==> src/hw/rtl/stfcen_pkg.sv <==
// Shared widths, constants and helpers for the stiffness ratio census.
package stfcen_pkg;

  // Counter and position widths
  localparam int CNT_W = 21;
  localparam int IDX_W = 22;

  // Q2.30 ratio width and quotient steps of the divider
  localparam int Q_W      = 32;
  localparam int DIV_BITS = 31;
  localparam int STEP_W   = $clog2(DIV_BITS);

  // Counter ceiling
  localparam logic [CNT_W-1:0] MAX_NODES = CNT_W'(1048576);

  // Ratio of 2.0, also the empty-census minimum
  localparam logic [Q_W-1:0] Q_TWO = 32'h8000_0000;

  // Threshold reset values (about 1e-3, 1e-2, 1e-1)
  localparam logic [Q_W-1:0] TIGHT_RESET  = 32'd1073742;
  localparam logic [Q_W-1:0] MIDDLE_RESET = 32'd10737418;
  localparam logic [Q_W-1:0] LOOSE_RESET  = 32'd107374182;

  // Configuration register indexes
  localparam logic [1:0] REG_TIGHT  = 2'd0;
  localparam logic [1:0] REG_MIDDLE = 2'd1;
  localparam logic [1:0] REG_LOOSE  = 2'd2;

  // Increment that stops at the counter ceiling
  function automatic logic [CNT_W-1:0] sat_inc(input logic [CNT_W-1:0] v);
    sat_inc = (v < MAX_NODES) ? v + CNT_W'(1) : MAX_NODES;
  endfunction

endpackage

==> src/hw/rtl/stiffness_ratio_census.sv <==
// Top level of the stiffness ratio census: bit-serial divider and accumulators.
//
// Usage:
//   The input channel (in_valid / in_ready) takes one node per beat: its current
//   and reference diagonals, an enable bit and a last-node flag. The output
//   channel (out_valid / out_ready) delivers one census beat for each beat
//   that carries last_node. Threshold registers are written through cfg_write,
//   cfg_index and cfg_data while the block is idle; other indexes are ignored.
// Sequence:
//   A node whose ratio must be formed is accepted, then passes through the
//   restoring divider (one quotient bit per cycle, integer bit first) and
//   then updates the counters. Masked, unreferenced, non-positive and
//   saturated nodes go from acceptance straight to the update step. The census
//   appears on the output in the cycle after the update of the last node.
// Reset and stalls:
//   rst clears all counters, sets the minimum to 2.0 with position -1 and
//   restores the default thresholds. A finished census waits in the output
//   register; the block keeps taking nodes and only holds in its update step
//   when a second census is ready before the first one has been taken.
module stiffness_ratio_census
  import stfcen_pkg::*;
(
  input  logic                    clk,
  input  logic                    rst,
  // Configuration
  input  logic                    cfg_write,
  input  logic [1:0]              cfg_index,
  input  logic [Q_W-1:0]          cfg_data,
  // Node input
  input  logic                    in_valid,
  output logic                    in_ready,
  input  logic signed [31:0]      diag_now,
  input  logic signed [31:0]      diag_reference,
  input  logic                    node_enabled,
  input  logic                    last_node,
  // Census output
  output logic                    out_valid,
  input  logic                    out_ready,
  output logic [CNT_W-1:0]        nodes_counted,
  output logic [CNT_W-1:0]        below_tight_count,
  output logic [CNT_W-1:0]        below_middle_count,
  output logic [CNT_W-1:0]        below_loose_count,
  output logic [CNT_W-1:0]        nonpositive_count,
  output logic signed [IDX_W-1:0] worst_node,
  output logic [Q_W-1:0]          worst_ratio
);

  typedef enum logic [1:0] {S_IDLE, S_DIV, S_UPDATE} state_t;

  state_t state;

  // Thresholds
  logic [Q_W-1:0] tight_threshold;
  logic [Q_W-1:0] middle_threshold;
  logic [Q_W-1:0] loose_threshold;

  // Census state
  logic [CNT_W-1:0]        position;
  logic [CNT_W-1:0]        counted_acc;
  logic [CNT_W-1:0]        tight_acc;
  logic [CNT_W-1:0]        middle_acc;
  logic [CNT_W-1:0]        loose_acc;
  logic [CNT_W-1:0]        nonpositive_acc;
  logic signed [IDX_W-1:0] worst_index;
  logic [Q_W-1:0]          worst_value;

  // Node in flight
  logic              hit_counted;
  logic              hit_nonpos;
  logic              hit_compare;
  logic              last_r;
  logic [Q_W-1:0]    rem;
  logic [30:0]       den;
  logic [Q_W-1:0]    ratio;
  logic [STEP_W-1:0] step;

  // Classify the incoming node
  logic ref_pos;
  logic now_pos;
  logic in_counted;
  logic in_sat;
  logic in_fire;

  assign in_ready   = (state == S_IDLE);
  assign in_fire    = in_valid && in_ready;
  assign ref_pos    = !diag_reference[31] && (diag_reference[30:0] != 31'd0);
  assign now_pos    = !diag_now[31] && (diag_now[30:0] != 31'd0);
  assign in_counted = node_enabled && ref_pos;
  assign in_sat     = {2'b00, diag_now[30:0]} >= {1'b0, diag_reference[30:0], 1'b0};

  // One restoring division step
  logic           div_ge;
  logic [Q_W-1:0] div_diff;

  assign div_ge   = rem >= {1'b0, den};
  assign div_diff = rem - {1'b0, den};

  // Census values after the node in flight
  logic [CNT_W-1:0]        position_next;
  logic [CNT_W-1:0]        counted_next;
  logic [CNT_W-1:0]        tight_next;
  logic [CNT_W-1:0]        middle_next;
  logic [CNT_W-1:0]        loose_next;
  logic [CNT_W-1:0]        nonpositive_next;
  logic signed [IDX_W-1:0] worst_index_next;
  logic [Q_W-1:0]          worst_value_next;
  logic                    hold;
  logic                    emit;

  always_comb begin
    position_next    = sat_inc(position);
    counted_next     = hit_counted ? sat_inc(counted_acc) : counted_acc;
    nonpositive_next = hit_nonpos ? sat_inc(nonpositive_acc) : nonpositive_acc;
    tight_next       = (hit_compare && ratio < tight_threshold) ? sat_inc(tight_acc)
                                                                : tight_acc;
    middle_next      = (hit_compare && ratio < middle_threshold) ? sat_inc(middle_acc)
                                                                 : middle_acc;
    loose_next       = (hit_compare && ratio < loose_threshold) ? sat_inc(loose_acc)
                                                                : loose_acc;
    worst_index_next = worst_index;
    worst_value_next = worst_value;
    if (hit_compare && ratio < worst_value) begin
      worst_value_next = ratio;
      worst_index_next = {1'b0, position_next};
    end
  end

  // Hold the update of a last node while an earlier census still waits
  assign hold = last_r && out_valid && !out_ready;

  // A census leaves the update step this cycle
  assign emit = (state == S_UPDATE) && last_r && !hold;

  // Threshold registers
  always_ff @(posedge clk) begin
    if (rst) begin
      tight_threshold  <= TIGHT_RESET;
      middle_threshold <= MIDDLE_RESET;
      loose_threshold  <= LOOSE_RESET;
    end else if (cfg_write) begin
      case (cfg_index)
        REG_TIGHT:  tight_threshold  <= cfg_data;
        REG_MIDDLE: middle_threshold <= cfg_data;
        REG_LOOSE:  loose_threshold  <= cfg_data;
        default:    ;
      endcase
    end
  end

  // Sequencer, divider, accumulators and output register
  always_ff @(posedge clk) begin
    if (rst) begin
      state           <= S_IDLE;
      out_valid       <= 1'b0;
      position        <= '0;
      counted_acc     <= '0;
      tight_acc       <= '0;
      middle_acc      <= '0;
      loose_acc       <= '0;
      nonpositive_acc <= '0;
      worst_index     <= '1;
      worst_value     <= Q_TWO;
      hit_counted     <= 1'b0;
      hit_nonpos      <= 1'b0;
      hit_compare     <= 1'b0;
      last_r          <= 1'b0;
      step            <= '0;
    end else begin
      // Drop the census once taken, unless a new one replaces it
      if (out_valid && out_ready && !emit) begin
        out_valid <= 1'b0;
      end
      case (state)
        S_IDLE: begin
          if (in_fire) begin
            hit_counted <= in_counted;
            hit_nonpos  <= in_counted && !now_pos;
            hit_compare <= in_counted && now_pos;
            last_r      <= last_node;
            rem         <= {1'b0, diag_now[30:0]};
            den         <= diag_reference[30:0];
            step        <= '0;
            if (in_counted && now_pos && !in_sat) begin
              ratio <= '0;
              state <= S_DIV;
            end else begin
              ratio <= Q_TWO;
              state <= S_UPDATE;
            end
          end
        end
        S_DIV: begin
          // Advance one quotient bit, integer bit first
          rem   <= div_ge ? {div_diff[30:0], 1'b0} : {rem[30:0], 1'b0};
          ratio <= {1'b0, ratio[29:0], div_ge};
          step  <= step + STEP_W'(1);
          if (step == STEP_W'(DIV_BITS - 1)) begin
            state <= S_UPDATE;
          end
        end
        S_UPDATE: begin
          if (!hold) begin
            state <= S_IDLE;
            if (last_r) begin
              // Emit the census and clear
              out_valid          <= 1'b1;
              nodes_counted      <= counted_next;
              below_tight_count  <= tight_next;
              below_middle_count <= middle_next;
              below_loose_count  <= loose_next;
              nonpositive_count  <= nonpositive_next;
              worst_node         <= worst_index_next;
              worst_ratio        <= worst_value_next;
              position           <= '0;
              counted_acc        <= '0;
              tight_acc          <= '0;
              middle_acc         <= '0;
              loose_acc          <= '0;
              nonpositive_acc    <= '0;
              worst_index        <= '1;
              worst_value        <= Q_TWO;
            end else begin
              position        <= position_next;
              counted_acc     <= counted_next;
              tight_acc       <= tight_next;
              middle_acc      <= middle_next;
              loose_acc       <= loose_next;
              nonpositive_acc <= nonpositive_next;
              worst_index     <= worst_index_next;
              worst_value     <= worst_value_next;
            end
          end
        end
        default: state <= S_IDLE;
      endcase
    end
  end

endmodule

==> config.mk <==
export PLATFORM = sky130hd
export DESIGN_NAME = stiffness_ratio_census
export DESIGN_NICKNAME = d
export VERILOG_FILES = /design/src/hw/rtl/stfcen_pkg.sv /design/src/hw/rtl/stiffness_ratio_census.sv
export SDC_FILE = /design/constraint.sdc
export NUM_CORES = 1
export LEC_CHECK = 0
export ABC_CLOCK_PERIOD_IN_PS = 40000
export CORE_MARGIN = 3
export CORE_UTILIZATION = 65
export CTS_BUF_LIST = sky130_fd_sc_hd__clkbuf_8
export CTS_CLUSTER_SIZE = 14
export DETAILED_ROUTE_END_ITERATION = 6
export DONT_BUFFER_PORTS = 1
export PLACE_DENSITY = 0.78
export SLEW_MARGIN = 30
export SYNTH_ARGS = -nofsm -noshare
export SYNTH_HDL_FRONTEND = slang
export SYNTH_SLANG_ARGS = --single-unit
==> constraint.sdc <==
create_clock -name clk -period 40 [get_ports clk]
set_clock_uncertainty 0.15 [all_clocks]
set_input_delay 6 -clock clk [delete_from_list [all_inputs] [get_ports clk]]
set_output_delay 6 -clock clk [all_outputs]
set_load 0.02 [all_outputs]
## Word-level counts from Yosys, hierarchy flattened

Index checks and enable logic that the tools add are counted.
Widths: inputs -> output; s select.

- Logic and storage cells: 135
- Memory bits (writable): 0
- Output and inout port bits: 161
- Bits in latches: 0
- Register bits: 542
- Memories kept: 0
- Memory bits (read-only): 0
- Bits of input ports: 105

- Shifts and indexed selects: 0
- Equality and inequality tests: 8
- Divide/modulo/power cells: 0
- Reduce and logical (&&, ||, !) cells: 39
- Bitwise logic cells: 2
- Multipliers: 0
- Add/sub/neg operators: 8
- Magnitude comparators: 12
- Mux-type cells: 38

Operators by type and width:

| cell | count |
|---|---|
| $mux 21 | 17 |
| $mux 32 | 6 |
| $lt 32x32->1 | 4 |
| $pmux 32 s2 | 2 |
| $add 21x1->21 const B | 6 |
| $lt 21x21->1 const B | 6 |
| $reduce_bool 31->1 | 2 |
| $mux 22 | 2 |
| $ge 31x32->1 | 1 |
| $ge 32x31->1 | 1 |
| $sub 31x31->31 | 1 |
| $logic_and 1x1->1 | 17 |
| $reduce_and 2->1 | 6 |
| $pmux 5 s2 | 1 |
| $reduce_and 3->1 | 3 |
| $mux 2 | 4 |
| $logic_not 1->1 | 7 |
| $pmux 2 s3 | 1 |
| $add 5x1->5 const B | 1 |
| $eq 5x5->1 const B | 1 |
| $mux 5 | 1 |
| $eq 2x1->1 const B | 2 |
| $eq 2x2->1 const B | 2 |
| $logic_not 2->1 | 2 |
| 6 further kinds | 11 |

## Logic depth before layout (Yosys ltp)

Gate-level depths: netlist of run 1.

- Depth after elaboration: 10
- Gate-level depth with buffers: 14
- Gate-level depth less buffers: 13

## Worst setup path after synthesis of run 1

OpenSTA, ideal clock, no wires.

- Path type: input to register
- From: input out_ready
- To: register below_loose_count[0], enable pin
- Data required time: 38978 ps
- Arrival time: 17369 ps
- Path buffers: 1
- Path slack: 21609 ps
- Setup time: 872 ps
- Stages: 5
- Cell sequence: nor2b_1 -> nand2_1 -> nand2_1 -> clkbuf_1 -> nor3_1

- Cells in the longest elaborated chain, start to end: 4

RTL lines:

| item | line | source |
|---|---|---|
| start, declared | stiffness_ratio_census.sv:38 | `input logic out_ready,` |
| $logic_not 1->1 | stiffness_ratio_census.sv:129 | `assign hold = last_r && out_valid && !out_ready;` |
| $logic_and 1x1->1 | stiffness_ratio_census.sv:129 |  |
| $not 1->1 (no line) | n/a |  |
| $reduce_and 4->1 (no line) | n/a |  |
| end signal, assigned | stiffness_ratio_census.sv:210 | `below_loose_count <= loose_next;` |
| end, declared | stiffness_ratio_census.sv:42 | `output logic [CNT_W-1:0] below_loose_count,` |

No other way between the ends.
A chain may end at the register's enable or synchronous reset.

## Worst setup path after layout of run 1

- From: input out_ready
- To: register worst_ratio[21], enable pin

- Cells in the longest elaborated chain, start to end: 4

RTL lines:

| item | line | source |
|---|---|---|
| $logic_not 1->1 | stiffness_ratio_census.sv:129 |  |
| $logic_and 1x1->1 | stiffness_ratio_census.sv:129 |  |
| $not 1->1 (no line) | n/a |  |
| $reduce_and 4->1 (no line) | n/a |  |
| end signal, assigned | stiffness_ratio_census.sv:213 | `worst_ratio <= worst_value_next;` |
| end, declared | stiffness_ratio_census.sv:45 | `output logic [Q_W-1:0] worst_ratio` |

No other way between the ends.

==> flow_metrics.tcl, run 1 <==
set metrics [dict create \
    antenna_cells 0 \
    cts_tree "yes" \
    worstMarginPinSlew_ns 0.9516 \
    p_total_mw 1.186 \
    yosys-top-cells-count "349 x nand2_1, 288 x dfxtp_1, 254 x edfxtp_1, 221 x nor2_1, 219 x inv_1" \
    synth_largest_area_cell "edfxtp_1" \
    utilization_pct 70.84 \
    drt-initial-drc-count 1948 \
    cp.depth 7 \
    drive_gt1_share_pct 7.007 \
    start_util_pct 66.06 \
    synth_async_sr_flop_share_pct 0 \
    synth_cells 2901 \
    syn_area_mm2 0.02783 \
    power_leakage_nw 11.72 \
    cts_max_path_buffers 3 \
    synth.area.top_cells "edfxtp_1 27%, dfxtp_1 21%, ha_1 8.7%, nand2_1 4.7%, a21oi_1 3.3%" \
    synth_most_common_cell "nand2_1" \
    clock_latency_ns 0.67 \
    worstRegToRegCells 10 \
    synth-seq-area-share_pct 48.12 \
    ys_ff_latch 542 \
    cap_violations 0 \
    place_area_mm2 0.02817 \
    critPathKind "in -> reg" \
    rsz0062_at_grt "no" \
    period_needed_ns 8.370 \
    crit_path_max_incr_delay_ns 0.68 \
    cp-end-kind "register" \
    drc_errors 0 \
    hold_path_class "reg -> reg" \
    grt_max_degree 169 \
    start_kind "input port" \
    postCtsResizedCells 0 \
    wl_met3_um 5422 \
    synth_edf_count 254 \
    critPathBufInv 3 \
    design_area_mm2 0.02985 \
    drt-total-wl_um 68570 \
    synth_cell_types 76 \
    finalCritPeriodShare_pct 20.93 \
    setup_viol 0 \
    crit_required_ns 40.15 \
    syn2layout_area_growth_pct 7.238 \
    syn_nets 3200 \
    worstPathArrival_ns 8.52 \
    timing.final.hold_violations 0 \
    grtUsageTotal_pct 29.74 \
    num_io_pins 266 \
    fin_setup_tns_ns 0 \
    cp_slowest_cell "buf_4" \
    die_w_um 212.9 \
    post_cts_buffers 0 \
    ctsHoldBuffers 0 \
    core-area_mm2 0.04213 \
    place.gp.congestion 0.9024 \
    port_buffers 0 \
    avgRoutedWirePerCell_um 19.71 \
    grt_pass1_wl_um 108200 \
    status "finished, final reports clean" \
    synth_ff_type "dfxtp_1" \
    cpLargestDelayFamily "buffers and inverters" \
    vias 21764 \
    ys_warn_count 0 \
    worst_ir_drop_vdd_v 0.00004060 \
    antenna_found_initial 0 \
    cp_cell_sequence "nor2b_1 > nand2_1 > nand2_1 > buf_4 > nor3_4 > buf_6 > buf_4" \
    dp_hpwl_um 47060 \
    first_global_vias 20452 \
    ant_nets 0 \
    nets 3166 \
    root_buffer "clkbuf_8" \
    overflow 0 \
    clk_pin_slew_ns 0.06 \
    top_layer "met4" \
    yosys.area.top_type_share_pct 27.40 \
    numCtsBuffers 85 \
    firstDrtPassIters 6 \
    maxSlewViolCount 0 \
    max_freq_ghz 0.1195 \
    wl_met2_um 31590 \
    powerDensity_mw_per_mm2 39.75 \
    htree_levels 3 \
    wl_met1_um 29720 \
    dieArea_mm2 0.04534 \
    max_slew_margin_pct 36.41 \
    critPathMaxFanout 82 \
    avgSynthCellArea_um2 9.594 \
    avgViaCountPerCell 6.256 \
    cts.sink_count 542 \
    hold_path_depth 2 \
    fp-row-count 75 \
    die_y_um 212.9 \
]
[through the flow]
step                hold slack (ns)  instances  setup slack, ns
CTS                          0.3065       3479            31.16
detailed placement           0.2979       3319            30.42
global placement             0.2785       3318            30.57
global route                 0.3233       3479            31.42
floorplan                    0.2686       2901            21.61
finish                       0.3051       3479            31.63
[final cells by class]
type	count	area [um2]
well taps	539	674.4
clock inverters	65	347.8
flip-flops and latches	542	13390
clock buffers	95	1308
fillers	3154	12290
repair buffers	22	176.4
inverters	219	822.0
multi-input cells	1997	13130
[worst paths after layout]
check	from	end	slack, ns
setup / recovery	out_ready	worst_ratio[21]	31.63
hold / removal	loose_threshold[28]	loose_threshold[28]	0.31
setup reg to reg	ratio[9]	worst_index[3]	35.65
hold reg to reg	loose_threshold[28]	loose_threshold[28]	0.31
[flip-flops by register name, indices dropped and copies added (netlist names), 22 cells and up]
signal	cells
tight_threshold	32
worst_index	22
den	31
middle_threshold	32
loose_threshold	32
rem	32
worst_value	32
worst_node	22
worst_ratio	32
ratio	32
[metal layers]
| metal | vias up | GRT usage [%] |
|---|---|---|
| met2 | 870 | 46.61 |
| li1 | 10379 | - |
| met1 | 10408 | 41.38 |
| met4 | 0 | 10.42 |
| met3 | 107 | 6.039 |
| met5 | - | 0 |
[worst min-delay path, stage by stage, from the launching register on]
cell	delay, ns
dfxtp_1	0.30
nand2_1	0.05
a21oi_1	0.05
[cell usage in the layout, fill, tap and decap left out, drive strengths merged, types with 6 or more instances in the layout]
cell type / count
a211o: 27
a211oi: 13
a21o: 80
a21oi: 181
a221o: 24
a22o: 82
a22oi: 48
a31oi: 16
and2: 44
and3: 35
and4: 6
buf: 22
clkbuf: 95
clkinv: 32
dfxtp: 288
edfxtp: 254
ha: 193
inv: 248
mux2: 31
mux2i: 27
nand2: 349
nand2b: 22
nand3: 65
nand3b: 17
nand4: 46
nor2: 221
nor2b: 19
nor3: 36
nor3b: 6
nor4: 22
o211ai: 9
o21a: 15
o21ai: 158
o21bai: 6
o22ai: 7
o31ai: 26
or2: 15
or3: 20
xnor2: 28
xor2: 44
[cells by family (layout without fill, tap and decap cells)]
kind of cell    after synthesis  count (layout)  share of synthesized area, %
xor+xnor                     72              72                         2.266
buf+inv                     362             401                         5.044
fa+ha+maj                   194             194                         8.748
mux                          58              58                         2.225
flops                       542             542                         48.12
simple gates                935             935                         15.68
compound gates              738             738                         17.91
[report_power, final]
part	switching, mW	leakage [nW]	internal, mW	total, mW
registers	0.0209	4.60	0.602	0.622
clock network	0.222	0.946	0.233	0.455
logic	0.0680	6.17	0.0412	0.109
total	0.311	11.7	0.876	1.19
Power figures use the tool's default switching activity.
==> inputs of run 2 (changes only) <==
Settings changed: ABC_AREA set to 1, ABC_CLOCK_PERIOD_IN_PS 40000 to 7200, CORE_UTILIZATION 65 to 60, PLACE_DENSITY 0.78 to 0.76.
Clock period 40 ns to 7.2 ns, I/O delays scaled along.
==> flow_metrics.tcl, run 2 <==
set metrics [dict create \
    cts.sink_count 542 \
    powerDensity_mw_per_mm2 233.8 \
    drive_gt1_share_pct 5.564 \
    synth_cell_types 49 \
    die_y_um 230.3 \
    synth_cells 3958 \
    avgRoutedWirePerCell_um 16.63 \
    mostFrequentLayoutCells "993 x nand2_1, 489 x inv_1, 390 x a21oi_1" \
    drt-initial-drc-count 2199 \
    first_global_vias 24156 \
    clk_pin_slew_ns 0.06 \
    cap_violations 0 \
    ctsHoldBuffers 0 \
    htree_levels 3 \
    synth-simple-area-share_pct 26.76 \
    hold_path_class "in -> reg" \
    synth_adder_area_share_pct 8.066 \
    max_freq_ghz 0.2750 \
    cts_tree "yes" \
    fin_setup_tns_ns 0 \
    drt-total-wl_um 77730 \
    avgSynthCellArea_um2 7.627 \
    worst_ir_drop_vdd_v 0.0001733 \
    clock_latency_ns 0.70 \
    syn2layout_area_growth_pct 8.331 \
    setup_viol 0 \
    power_leakage_nw 13.69 \
    grt_max_degree 167 \
    period_needed_ns 3.636 \
    cts_max_path_buffers 3 \
    synth-seq-area-share_pct 44.37 \
    place.gp.congestion 0.9727 \
    p_total_mw 7.646 \
    synth_mux_area_share_pct 0 \
    overflow 0 \
    max_slew_margin_pct 38.09 \
    worstMarginPinSlew_ns 0.9286 \
    yosys-top-cells-count "995 x nand2_1, 472 x inv_1, 390 x a21oi_1, 352 x nand3_1, 288 x dfxtp_1" \
    synth_top_family_by_area "simple AND/OR/NAND/NOR gates" \
    num_io_pins 266 \
    fp-row-count 81 \
    syn_area_mm2 0.03019 \
    p_int_mw 5.436 \
    fillerInstances 4330 \
    maxSlewViolCount 0 \
    synth_async_sr_flop_share_pct 0 \
    timing.final.hold_violations 0 \
    ant_nets 0 \
    dieArea_mm2 0.05304 \
    worstPathArrival_ns 3.91 \
    start_util_pct 61.16 \
    nets 4230 \
    ys_ff_latch 542 \
    synth.area.top_cells "edfxtp_1 25%, dfxtp_1 19%, nand2_1 12%, ha_1 8.0%, a21oi_1 6.5%" \
    port_buffers 0 \
    syn_nets 4257 \
    p_seq_share_pct 45.9 \
    synth_xor_area_share_pct 0.6963 \
    synth_largest_area_cell "edfxtp_1" \
    yosys.area.top_type_share_pct 25.27 \
    start_kind "register" \
    firstDrtPassIters 6 \
    utilization_pct 66.26 \
    postCtsResizedCells 0 \
    numCtsBuffers 90 \
    power_frac_comb_pct 15.1 \
    antenna_found_initial 2 \
    critPathMaxFanout 39 \
    p_sw_mw 2.210 \
    vias 25911 \
    grtUsageTotal_pct 28.90 \
    clkPwrFrac_pct 38.9 \
    synth_most_common_cell "nand2_1" \
    crit_required_ns 7.48 \
    post_cts_buffers 0 \
    cp-end-kind "register" \
    ys_warn_count 0 \
    drc_errors 0 \
    root_buffer "clkbuf_8" \
    core-area_mm2 0.04936 \
    avgViaCountPerCell 5.542 \
    synth_edf_count 254 \
    dp_hpwl_um 54150 \
    synth-compound-area-share_pct 12.00 \
    status "finished, final reports clean" \
    switching_share_pct 28.90 \
    critPathKind "reg -> reg" \
    die_w_um 230.3 \
    rsz0062_at_grt "no" \
    synth_ff_type "dfxtp_1" \
    finalCritPeriodShare_pct 50.51 \
    layout_commonest_cell "nand2_1" \
    grt_pass1_wl_um 125000 \
]
run 2: cell count changes after synthesis, sizes merged, moves of 67 or more:
cell / previous run / this run
a21o: 80 / 6
a22o: 82 / 0
nand2: 349 / 997
inv: 219 / 489
nor2: 221 / 288
a21oi: 181 / 390
nand3: 65 / 355
run 2: cells by family (layout without fill, tap and decap cells):
group,after synthesis,in the layout
other,0,3
XOR/XNOR,24,24
adder cells (fa/ha/maj),194,194
AO/OA/AOI/OAI,684,684
AND/OR/NAND/NOR,1874,1874
buffers and inverters,640,690
flip-flops,542,542
run 2: critical path, stage by stage (launching register included):
cell	delay, ns
edfxtp_1	0.47
ha_1	0.33
nand2_1	0.08
nor2_1	0.20
nand4_1	0.19
nor4_1	0.22
nand2_1	0.09
buf_4	0.26
nand2_2	0.62
buf_4	0.45
nand2_1	0.12
and2_1	0.18
run 2: final cells by class:
type,count,area (um2),area share [%]
clock inverter,56,444.2,1.358
multi-input combinational,2776,14400,44.02
tap,664,830.8,2.541
antenna,3,7.507,0.02296
sequential,542,13390,40.95
inverter,496,1867,5.709
clock buffer,113,1555,4.756
timing repair buffer,25,207.7,0.6351
run 2: worst paths after layout:
path | start | endpoint | slack [ns] | cells after the start
max reg2reg | ratio[31] | worst_ratio[25] | 3.56 | 11
max | ratio[31] | worst_ratio[25] | 3.56 | 11
min reg2reg | worst_value[6] | worst_value[6] | 0.31 | 2
min | rst | worst_value[7] | 0.30 | 1
run 2: metal layers:
metal / up-vias / share of wire, % / track usage [%]
met1: 11832 / 44 / 38.96
met3: 181 / 6.9 / 5.897
met4: 0 / 3.3 / 9.645
met2: 799 / 46 / 46.61
met5: - / 0 / 0.9191
li1: 13099 / - / -
run 2: per-stage QoR:
stage	instances	setup WS, ns	instance area [um2]	hold WS, ns
2_1_floorplan	3958	1.279	30200	0.2853
3_3_place_gp	4502	3.390	30660	0.2968
3_5_place_dp	4502	3.331	30660	0.3023
4_1_cts	4671	3.432	32660	0.2739
5_1_grt	4674	3.305	32700	0.2676
6_report	4675	3.564	32700	0.2989
run 2: power groups by stage:
stage | combinational, mW | sequential [mW] | clock [mW]
after global placement | 1.12 | 3.57 | 0
after global routing | 1.32 | 3.52 | 3.18
final | 1.16 | 3.51 | 2.98
after detailed placement | 1.14 | 3.58 | 0
after floorplan | 0.884 | 3.55 | 0
after CTS | 1.15 | 3.51 | 3.04
